--- config.mk ---
export PLATFORM = sky130hd
export DESIGN_NAME = ir_pulse_distance_encoder_core
export DESIGN_NICKNAME = d
export VERILOG_FILES = /design/src/hdl/irpde_pkg.sv /design/src/hdl/irpde_seg_gen.sv /design/src/hdl/ir_pulse_distance_encoder_core.sv
export SDC_FILE = /design/constraint.sdc
export NUM_CORES = 1
export LEC_CHECK = 0
export BUFFER_PORTS_ARGS = -buffer_cell sky130_fd_sc_hd__buf_4
export CORE_UTILIZATION = 35
export CTS_CLUSTER_SIZE = 12
export DETAILED_ROUTE_END_ITERATION = 7
export PLACE_DENSITY_LB_ADDON = 0.3
export SYNTH_ARGS = -nofsm -noshare
export SYNTH_HDL_FRONTEND = slang
export SYNTH_SLANG_ARGS = --single-unit
--- constraint.sdc ---
create_clock -name i_clk -period 5.6 [get_ports i_clk]
set_input_delay 1.12 -clock i_clk [delete_from_list [all_inputs] [get_ports i_clk]]
set_output_delay 1.12 -clock i_clk [all_outputs]
set_load 0.005 [all_outputs]
--- src/hdl/irpde_pkg.sv ---
`default_nettype none

package irpde_pkg;

    // register defaults
    localparam logic [7:0] PREAMBLE_MARK_RESET  = 8'd42;
    localparam logic [7:0] PREAMBLE_SPACE_RESET = 8'd20;
    localparam logic [5:0] ONE_EXTRA_RESET      = 6'd6;

    // configuration register indexes
    localparam logic [1:0] REG_PREAMBLE_MARK  = 2'd0;
    localparam logic [1:0] REG_PREAMBLE_SPACE = 2'd1;
    localparam logic [1:0] REG_ONE_EXTRA      = 2'd2;

    // segment positions within one byte's run
    localparam logic [5:0] POS_PREAMBLE_MARK  = 6'd0;
    localparam logic [5:0] POS_PREAMBLE_SPACE = 6'd1;
    localparam logic [5:0] POS_FIRST_BIT      = 6'd2;
    localparam logic [5:0] POS_LAST_BIT_SEG   = 6'd33;
    localparam logic [5:0] POS_TRAILER_START  = 6'd34;
    localparam logic [5:0] POS_TRAILER_END    = 6'd37;

    // segments inside one bit cell (and the trailer)
    localparam logic [1:0] CELL_MARK_LONG  = 2'd0;
    localparam logic [1:0] CELL_SPACE_ONE  = 2'd1;
    localparam logic [1:0] CELL_MARK_ONE   = 2'd2;
    localparam logic [1:0] CELL_SPACE_TAIL = 2'd3;

    typedef struct packed {
        logic       carrier_on;
        logic [7:0] duration_words;
        logic       run_last;
        logic       message_end;
    } t_seg;

    typedef struct packed {
        logic [7:0] preamble_mark_len;
        logic [7:0] preamble_space_len;
        logic [5:0] one_extra_space;
    } t_cfg;

endpackage

`default_nettype wire

--- src/hdl/irpde_seg_gen.sv ---
`default_nettype none

// Decodes a segment position into level and length.
module irpde_seg_gen (
    input  wire logic [5:0]      i_pos,
    input  wire logic [7:0]      i_data_byte,
    input  wire logic            i_last_byte,
    input  wire irpde_pkg::t_cfg i_cfg,
    output irpde_pkg::t_seg      o_seg
);
    import irpde_pkg::*;

    logic [4:0] pos_rel;
    logic [2:0] bit_num;
    logic [1:0] slot;
    logic       bit_val;
    logic       in_trailer;
    logic [7:0] tail_len;

    // offset from the first bit cell: bit number and slot within the cell
    assign pos_rel    = 5'(i_pos - POS_FIRST_BIT);
    assign bit_num    = pos_rel[4:2];
    assign slot       = pos_rel[1:0];
    assign in_trailer = (i_pos >= POS_TRAILER_START);
    assign bit_val    = i_data_byte[3'd7 - bit_num];
    assign tail_len   = (bit_val && !in_trailer) ? (8'd2 + {2'b00, i_cfg.one_extra_space})
                                                 : 8'd2;

    always_comb begin
        o_seg.carrier_on     = 1'b0;
        o_seg.duration_words = 8'd1;
        if (i_pos == POS_PREAMBLE_MARK) begin
            o_seg.carrier_on     = 1'b1;
            o_seg.duration_words = (i_cfg.preamble_mark_len == 8'd0) ? 8'd1
                                                                     : i_cfg.preamble_mark_len;
        end else if (i_pos == POS_PREAMBLE_SPACE) begin
            o_seg.carrier_on     = 1'b0;
            o_seg.duration_words = (i_cfg.preamble_space_len == 8'd0) ? 8'd1
                                                                      : i_cfg.preamble_space_len;
        end else begin
            unique case (slot)
                CELL_MARK_LONG: begin
                    o_seg.carrier_on     = 1'b1;
                    o_seg.duration_words = 8'd2;
                end
                CELL_SPACE_ONE: begin
                    o_seg.carrier_on     = 1'b0;
                    o_seg.duration_words = 8'd1;
                end
                CELL_MARK_ONE: begin
                    o_seg.carrier_on     = 1'b1;
                    o_seg.duration_words = 8'd1;
                end
                CELL_SPACE_TAIL: begin
                    o_seg.carrier_on     = 1'b0;
                    o_seg.duration_words = tail_len;
                end
                default: begin
                    o_seg.carrier_on     = 1'b0;
                    o_seg.duration_words = 8'd1;
                end
            endcase
        end
        // run ends after the last bit cell, or after the trailer
        o_seg.run_last    = i_last_byte ? (i_pos == POS_TRAILER_END)
                                        : (i_pos == POS_LAST_BIT_SEG);
        o_seg.message_end = (i_pos == POS_TRAILER_END);
    end

endmodule

`default_nettype wire

--- src/hdl/ir_pulse_distance_encoder_core.sv ---
`default_nettype none

// IR pulse-distance encoder. Each accepted byte word becomes a run of mark/space
// segments, one segment per cycle unless the output stalls, from a segment position
// counter: 32 segments for the eight bit cells (MSB first), 2 more when tuser (first
// byte) brings the preamble, 4 more when tlast (last byte) brings the trailer, so 32
// to 38 segments per byte. The next byte is taken in the cycle the current run's final
// segment moves into the output register, so runs follow each other without a gap.
// Output tlast marks the end of each byte's run, output tuser the final trailer
// segment of a message. Configuration writes take effect at once and are meant
// for idle periods; a preamble length written as 0 is sent as 1 word.
module ir_pulse_distance_encoder_core (
    input  wire logic        i_clk,
    input  wire logic        i_rst_n,
    // configuration write port
    input  wire logic        i_cfg_we,
    input  wire logic [1:0]  i_cfg_idx,
    input  wire logic [7:0]  i_cfg_data,
    // byte input
    input  wire logic        s_axis_tvalid,
    output logic             s_axis_tready,
    input  wire logic [7:0]  s_axis_tdata,   // [7:0] data_byte
    input  wire logic        s_axis_tuser,   // [0] first_byte
    input  wire logic        s_axis_tlast,   // last_byte
    // segment output
    output logic             m_axis_tvalid,
    input  wire logic        m_axis_tready,
    output logic [15:0]      m_axis_tdata,   // [0] carrier_on, [8:1] duration_words, pad
    output logic             m_axis_tuser,   // [0] message_end
    output logic             m_axis_tlast    // run_last
);
    import irpde_pkg::*;

    t_cfg       r_cfg;
    logic       r_busy;
    logic [5:0] r_pos;
    logic [7:0] r_byte;
    logic       r_last;
    logic       r_out_valid;
    t_seg       r_out;

    t_seg       seg;
    logic       advance;
    logic       accept;

    // configuration registers
    always_ff @(posedge i_clk) begin
        if (!i_rst_n) begin
            r_cfg.preamble_mark_len  <= PREAMBLE_MARK_RESET;
            r_cfg.preamble_space_len <= PREAMBLE_SPACE_RESET;
            r_cfg.one_extra_space    <= ONE_EXTRA_RESET;
        end else if (i_cfg_we) begin
            case (i_cfg_idx)
                REG_PREAMBLE_MARK:  r_cfg.preamble_mark_len  <= i_cfg_data;
                REG_PREAMBLE_SPACE: r_cfg.preamble_space_len <= i_cfg_data;
                REG_ONE_EXTRA:      r_cfg.one_extra_space    <= i_cfg_data[5:0];
                default: ;
            endcase
        end
    end

    // segment decode for the current position
    irpde_seg_gen u_seg_gen (
        .i_pos       (r_pos),
        .i_data_byte (r_byte),
        .i_last_byte (r_last),
        .i_cfg       (r_cfg),
        .o_seg       (seg)
    );

    // issue one segment whenever the output register is free or draining
    assign advance       = r_busy && (!r_out_valid || m_axis_tready);
    assign s_axis_tready = !r_busy || (advance && seg.run_last);
    assign accept        = s_axis_tvalid && s_axis_tready;

    // input word and position counter
    always_ff @(posedge i_clk) begin
        if (!i_rst_n) begin
            r_busy <= 1'b0;
            r_pos  <= POS_FIRST_BIT;
        end else if (accept) begin
            r_busy <= 1'b1;
            r_pos  <= s_axis_tuser ? POS_PREAMBLE_MARK : POS_FIRST_BIT;
        end else if (advance) begin
            if (seg.run_last) begin
                r_busy <= 1'b0;
            end
            r_pos <= r_pos + 6'd1;
        end
    end

    always_ff @(posedge i_clk) begin
        if (accept) begin
            r_byte <= s_axis_tdata;
            r_last <= s_axis_tlast;
        end
    end

    // output register
    always_ff @(posedge i_clk) begin
        if (!i_rst_n) begin
            r_out_valid <= 1'b0;
        end else if (advance) begin
            r_out_valid <= 1'b1;
        end else if (m_axis_tready) begin
            r_out_valid <= 1'b0;
        end
    end

    always_ff @(posedge i_clk) begin
        if (advance) begin
            r_out <= seg;
        end
    end

    assign m_axis_tvalid = r_out_valid;
    assign m_axis_tdata  = {7'd0, r_out.duration_words, r_out.carrier_on};
    assign m_axis_tuser  = r_out.message_end;
    assign m_axis_tlast  = r_out.run_last;

endmodule

`default_nettype wire

==> results of run 1 <==
[cell usage after synthesis]
library cell / number / area share
conb_1: 1 / 0.0015
o21ai_0: 2 / 0.0039
a21oi_1: 9 / 0.018
nor2_1: 15 / 0.022
o22a_1: 1 / 0.0034
mux4_1: 4 / 0.041
nand3b_1: 8 / 0.024
o32ai_2: 1 / 0.0064
clkbuf_1: 7 / 0.010
o41ai_1: 1 / 0.0034
buf_2: 3 / 0.0059
nand4_1: 2 / 0.0049
buf_4: 7 / 0.021
mux2_1: 1 / 0.0044
nand3_1: 3 / 0.0059
nor3_1: 2 / 0.0039
dfxtp_1: 30 / 0.24
a22oi_1: 1 / 0.0030
o221ai_2: 1 / 0.0059
ha_1: 8 / 0.039
nand2_1: 19 / 0.028
xor2_1: 4 / 0.014
o31ai_4: 1 / 0.0084
nor4_1: 3 / 0.0074
o21a_1: 2 / 0.0059
nor2b_1: 18 / 0.044
a31oi_1: 1 / 0.0025
nand2_2: 1 / 0.0025
a41o_1: 5 / 0.020
o21ai_1: 2 / 0.0039
mux2i_1: 25 / 0.098
nand2b_1: 1 / 0.0025
and2_1: 1 / 0.0025
or4_1: 1 / 0.0030
nor3b_1: 1 / 0.0030
a2111oi_0: 1 / 0.0034
xnor2_1: 6 / 0.021
a21boi_0: 1 / 0.0030
buf_6: 1 / 0.0044
nand4bb_4: 1 / 0.011
inv_1: 8 / 0.012
edfxtp_1: 20 / 0.24
[final timing paths]
kind	slack, ps	start	to
worst min register to register	530	r_cfg[10]	r_cfg[10]
worst min-delay path	530	r_cfg[10]	r_cfg[10]
worst max-delay path	2450	r_pos[1]	s_axis_tready
worst max register to register	3000	r_pos[1]	m_axis_tdata[3]
[flip-flops by register name, summed over array words and instances, names as in the netlist]
| signal | flops |
|---|---|
| m_axis_tdata | 9 |
| r_busy | 1 |
| m_axis_tlast | 1 |
| m_axis_tuser | 1 |
| m_axis_tvalid | 1 |
| r_pos | 6 |
| r_byte | 8 |
| r_last | 1 |
| r_cfg | 22 |
[critical path: cells and delay by family (launching register included)]
family / cells / cell delay, ps
adder cells (fa/ha/maj): 1 / 480
flip-flops: 1 / 410
buffers and inverters: 2 / 350
AO/OA/AOI/OAI: 1 / 300
AND/OR/NAND/NOR: 1 / 190
[routing by layer]
metal	part of all wire	wire length (um)
met5	0	0
met4	0.017	81
met3	0.048	233
met2	0.40	1980
met1	0.53	2600
[where the power goes]
group	internal [mW]	switching (mW)
Combinational	0.0536	0.0501
Clock	0.0997	0.123
Sequential	0.397	0.0112
[logic make-up (layout without fill, tap and decap cells)]
| logic type | after synthesis | after routing | synth area share |
|---|---|---|---|
| xor gates and xnor gates | 10 | 10 | 0.0344 |
| AOI/OAI and AO/OA | 29 | 29 | 0.0906 |
| adders and majority gates | 8 | 8 | 0.0394 |
| other | 1 | 7 | 0.00147 |
| DFF | 50 | 50 | 0.472 |
| and+or+nand+nor | 76 | 76 | 0.164 |
| muxes | 30 | 30 | 0.144 |
| buffers and inverters | 26 | 55 | 0.0531 |
[layout make-up]
| cell class | count | area, um2 | area share |
|---|---|---|---|
| Multi-Input combinational cell | 160 | 1230 | 0.414 |
| Tap cell | 96 | 120 | 0.0405 |
| Clock inverter | 2 | 12.5 | 0.00422 |
| Clock buffer | 6 | 82.6 | 0.0278 |
| Inverter | 8 | 30.0 | 0.0101 |
| Timing Repair Buffer | 39 | 293 | 0.0987 |
| Sequential cell | 50 | 1200 | 0.405 |
[per-stage QoR]
step	instances	util
after floorplan	236	-
after global placement	353	0.416
after detailed placement	353	0.416
after CTS	361	0.430
after global routing	361	0.430
final	361	0.430
==> metrics.yaml, run 1 <==
status: "complete, no violations"
arrival_ps: 2030
gr-total-overflow: 0
io-pin-count: 45
final_common_cell: "buf_4"
use_met2: 0.185
dieArea_um2: 7610
final_cell_mix: "buf_4 (39), dfxtp_1 (30), mux2i_1 (25)"
drv_cap: 0
nets: 297
synth_area_um2: 2540
cts_root_buf: "clkbuf_8"
fmax_mhz: 317
vias: 1763
worstSetupPathType: "reg2out"
hold_viol_final: 0
grt_pass1_vias: 1594
viasPerCell: 4.88
path_cells: "inv_1 > ha_1 > nand4bb_4 > o31ai_4 > buf_4"
fin_worst_skew_ps: 4.93
slew_viol_final: 0
fillerInstances: 669
diodes: 0
post-cts-setup-buffers: 0
yosysWarningCount: 0
finalWirelength_um: 4890
syn_area_per_cell_um2: 11.1
cts_tree: "yes"
postRouteAntennaNets: 0
post_route_cells_drive_above_1_share: 0.192
clock-sinks: 50
grt_pass1_wl_um: 7970
cts_hold_buf: 0
synth.ff_latch_count: 50
cts_buffer_depth: 2
p_per_area_nw_per_um2: 248
top_usage_layer: "met1"
slew_headroom: 0.619
synthToLayoutAreaGrowth_pct: 16.7
htree_num_levels: 2
crit_fanout: 12
synth_cells: 230
dpl_worst_slack_ps: 2690
use_met1: 0.211
finalSetupViolCount: 0
grt_use_total: 0.138
fin_crit_ps: 3150
r2r_cells: 6
insertion_delay_ps: 310
drt_drc_violations_left: 0
antenna_found_initial: 0
yosysUniqueCellTypes: 42
place_area_um2: 2870
dr.first_iter.drc_count: 117
port_buffers: 37
grt_setup_unrepaired: "no"
post-route-period-util: 0.563
tightest_slew_ps: 572
p_total_mw: 0.735
hold_ws_ps: 527
cts_resized: 0
die_w_um: 87.2
hpwlAfterDp_um: 3590
die_h_um: 87.2
hold_depth: 2
start_util: 0.368
synth-seq-area-share: 0.472
critPathMaxStageDelay_ps: 480
cts_buffers: 5
coreArea_um2: 6910
path_clk_slew_ps: 90
first_pass_iters: 5
crit_path_start_kind: "flip-flop"
gp_congestion: 0.824
fin_setup_tns_ps: 0
cp_slowest_cell: "ha_1"
ir_drop_mv: 0.127
cp.required_ps: 4480
fin_area_um2: 2970
fin_ws_ps: 2450
rows: 30
p_leak_nw: 1.22
cp-end-kind: "primary output"
gr-usage-met3: 0.0332
wl_per_cell_um: 13.6
min_path_type: "reg2reg"
grt_max_degree: 27
No activity file was read; power rests on OpenSTA's default activity.
==> run 2, diff against run 1 <==
==> constraint.sdc (replaced) <==
create_clock -name i_clk -period 3.3 [get_ports i_clk]
set_input_delay 0.66 -clock i_clk [delete_from_list [all_inputs] [get_ports i_clk]]
set_output_delay 0.66 -clock i_clk [all_outputs]
set_load 0.005 [all_outputs]
==> metrics.yaml, run 2 (synthesis gave the netlist of run 1 again) <==
nets: 297  # unchanged
hold_viol_final: 0  # unchanged
worstSetupPathType: "reg2out"
arrival_ps: 2040  # about the same
vias: 1706  # -3.2%
grt_use_total: 0.131  # -0.00682
final_cell_mix: "buf_4 (39), dfxtp_1 (30), mux2i_1 (25)"
top_register: "r_cfg"
slew_headroom: 0.621  # +0.00249
cts_hold_buf: 0  # unchanged
cts_buffer_depth: 2  # unchanged
gr-usage-met3: 0.0341  # +0.000948
die_w_um: 87.2  # unchanged
die_h_um: 87.2  # unchanged
fin_worst_skew_ps: 4.70  # -0.231 ps
seq_area_um2: 1200  # unchanged
gp_congestion: 0.823  # -0.15%
synthToLayoutAreaGrowth_pct: 16.2
viasPerCell: 4.73  # -3.2%
crit_path_start_kind: "flip-flop"
dr.first_iter.drc_count: 108  # -7.7%
cp.required_ps: 2640  # -1840 ps
port_buffers: 37  # unchanged
slew_viol_final: 0  # unchanged
finalWirelength_um: 4630  # -5.3%
dieArea_um2: 7610  # unchanged
tightest_slew_ps: 568  # -3.73 ps
fin_setup_tns_ps: 0  # unchanged
fillerInstances: 689  # +3.0%
p_per_area_nw_per_um2: 410  # +65%
top_usage_layer: "met1"
post_route_cells_drive_above_1_share: 0.189  # -0.00377
final_common_cell: "buf_4"
grt_pass1_vias: 1495  # -6.2%
htree_num_levels: 2  # unchanged
min_path_type: "in2reg"
hpwlAfterDp_um: 3470  # -3.3%
multi_input_area_um2: 1230  # unchanged
drv_cap: 0  # unchanged
p_total_mw: 1.21  # +65%
path_clk_slew_ps: 90  # about the same
rows: 30  # unchanged
cts_resized: 0  # unchanged
postRouteAntennaNets: 0  # unchanged
wl_per_cell_um: 12.8  # -5.3%
fin_crit_ps: 2700
antenna_found_initial: 0  # unchanged
fin_area_um2: 2960  # -0.42%
use_met2: 0.175  # -0.00931
crit_fanout: 12  # unchanged
insertion_delay_ps: 300  # about the same
finalSetupViolCount: 0  # unchanged
drt_drc_violations_left: 0  # unchanged
largest_reg_flops: 22  # unchanged
grt_max_degree: 27  # unchanged
cts_tree: "yes"
start_util: 0.368  # unchanged
coreArea_um2: 6910  # unchanged
cts_buffers: 5  # unchanged
grt_pass1_wl_um: 7570  # -5.0%
cts_root_buf: "clkbuf_8"
p_leak_nw: 1.22  # -0.49%
gr-total-overflow: 0  # unchanged
ir_drop_mv: 0.184  # +45%
place_area_um2: 2870  # unchanged
status: "complete, no violations"
fmax_mhz: 370
post-route-period-util: 0.819
diodes: 0  # unchanged
first_pass_iters: 4  # -1
clock-sinks: 50  # unchanged
grt_setup_unrepaired: "no"
post-cts-setup-buffers: 0  # unchanged
cp-end-kind: "primary output"
io-pin-count: 45  # unchanged
use_met1: 0.201  # -0.00986
## run 2: cell count changes in the layout (fill, tap and decap cells not counted)
cell	delta
clkbuf_8	-1
clkbuf_1	+2
clkinv_1	-1
clkinv_4	-1
inv_4	+1
## run 2: report_power, final
part           switching, mW  internal (mW)
clock network          0.194          0.151
registers             0.0192          0.674
logic                 0.0823         0.0908
total                  0.296          0.916
## run 2: final timing paths
path,start,to,slack (ps),cells past startpoint
setup / recovery,r_pos[1],s_axis_tready,600,5
hold / removal,s_axis_tdata[0],r_byte[0],530,1
hold reg to reg,r_cfg[15],r_cfg[15],530,2
setup reg to reg,r_pos[1],m_axis_tdata[3],780,6
## run 2: worst max-delay path: stages, from the launching register on
cell and delay [ps]:
dfxtp_1 410, inv_1 200, ha_1 480, nand4bb_4 190, o31ai_4 310, buf_4 160
## run 2: stage by stage
step                instances  worst slack [ps]  utilization  hold slack [ps]
floorplan                 236              1040            -              465
global placement          353               860        0.416              500
detailed placement        353               780        0.416              505
CTS                       361               593        0.428              520
global route              361               453        0.428              511
finish                    361               596        0.428              527
## run 2: final cells by class
| type | instances | area share |
|---|---|---|
| Sequential cell | 50 | 0.406 |
| Multi-Input combinational cell | 160 | 0.416 |
| Tap cell | 96 | 0.0406 |
| Clock buffer | 7 | 0.0258 |
| Timing Repair Buffer | 39 | 0.0991 |
| Clock inverter | 1 | 0.00212 |
| Inverter | 8 | 0.0102 |
## run 2: metal layers
layer | share of wire | vias to the layer above
li1 | - | 876
met1 | 0.53 | 777
met2 | 0.40 | 47
met3 | 0.064 | 6
met4 | 0.014 | 0
met5 | 0 | -
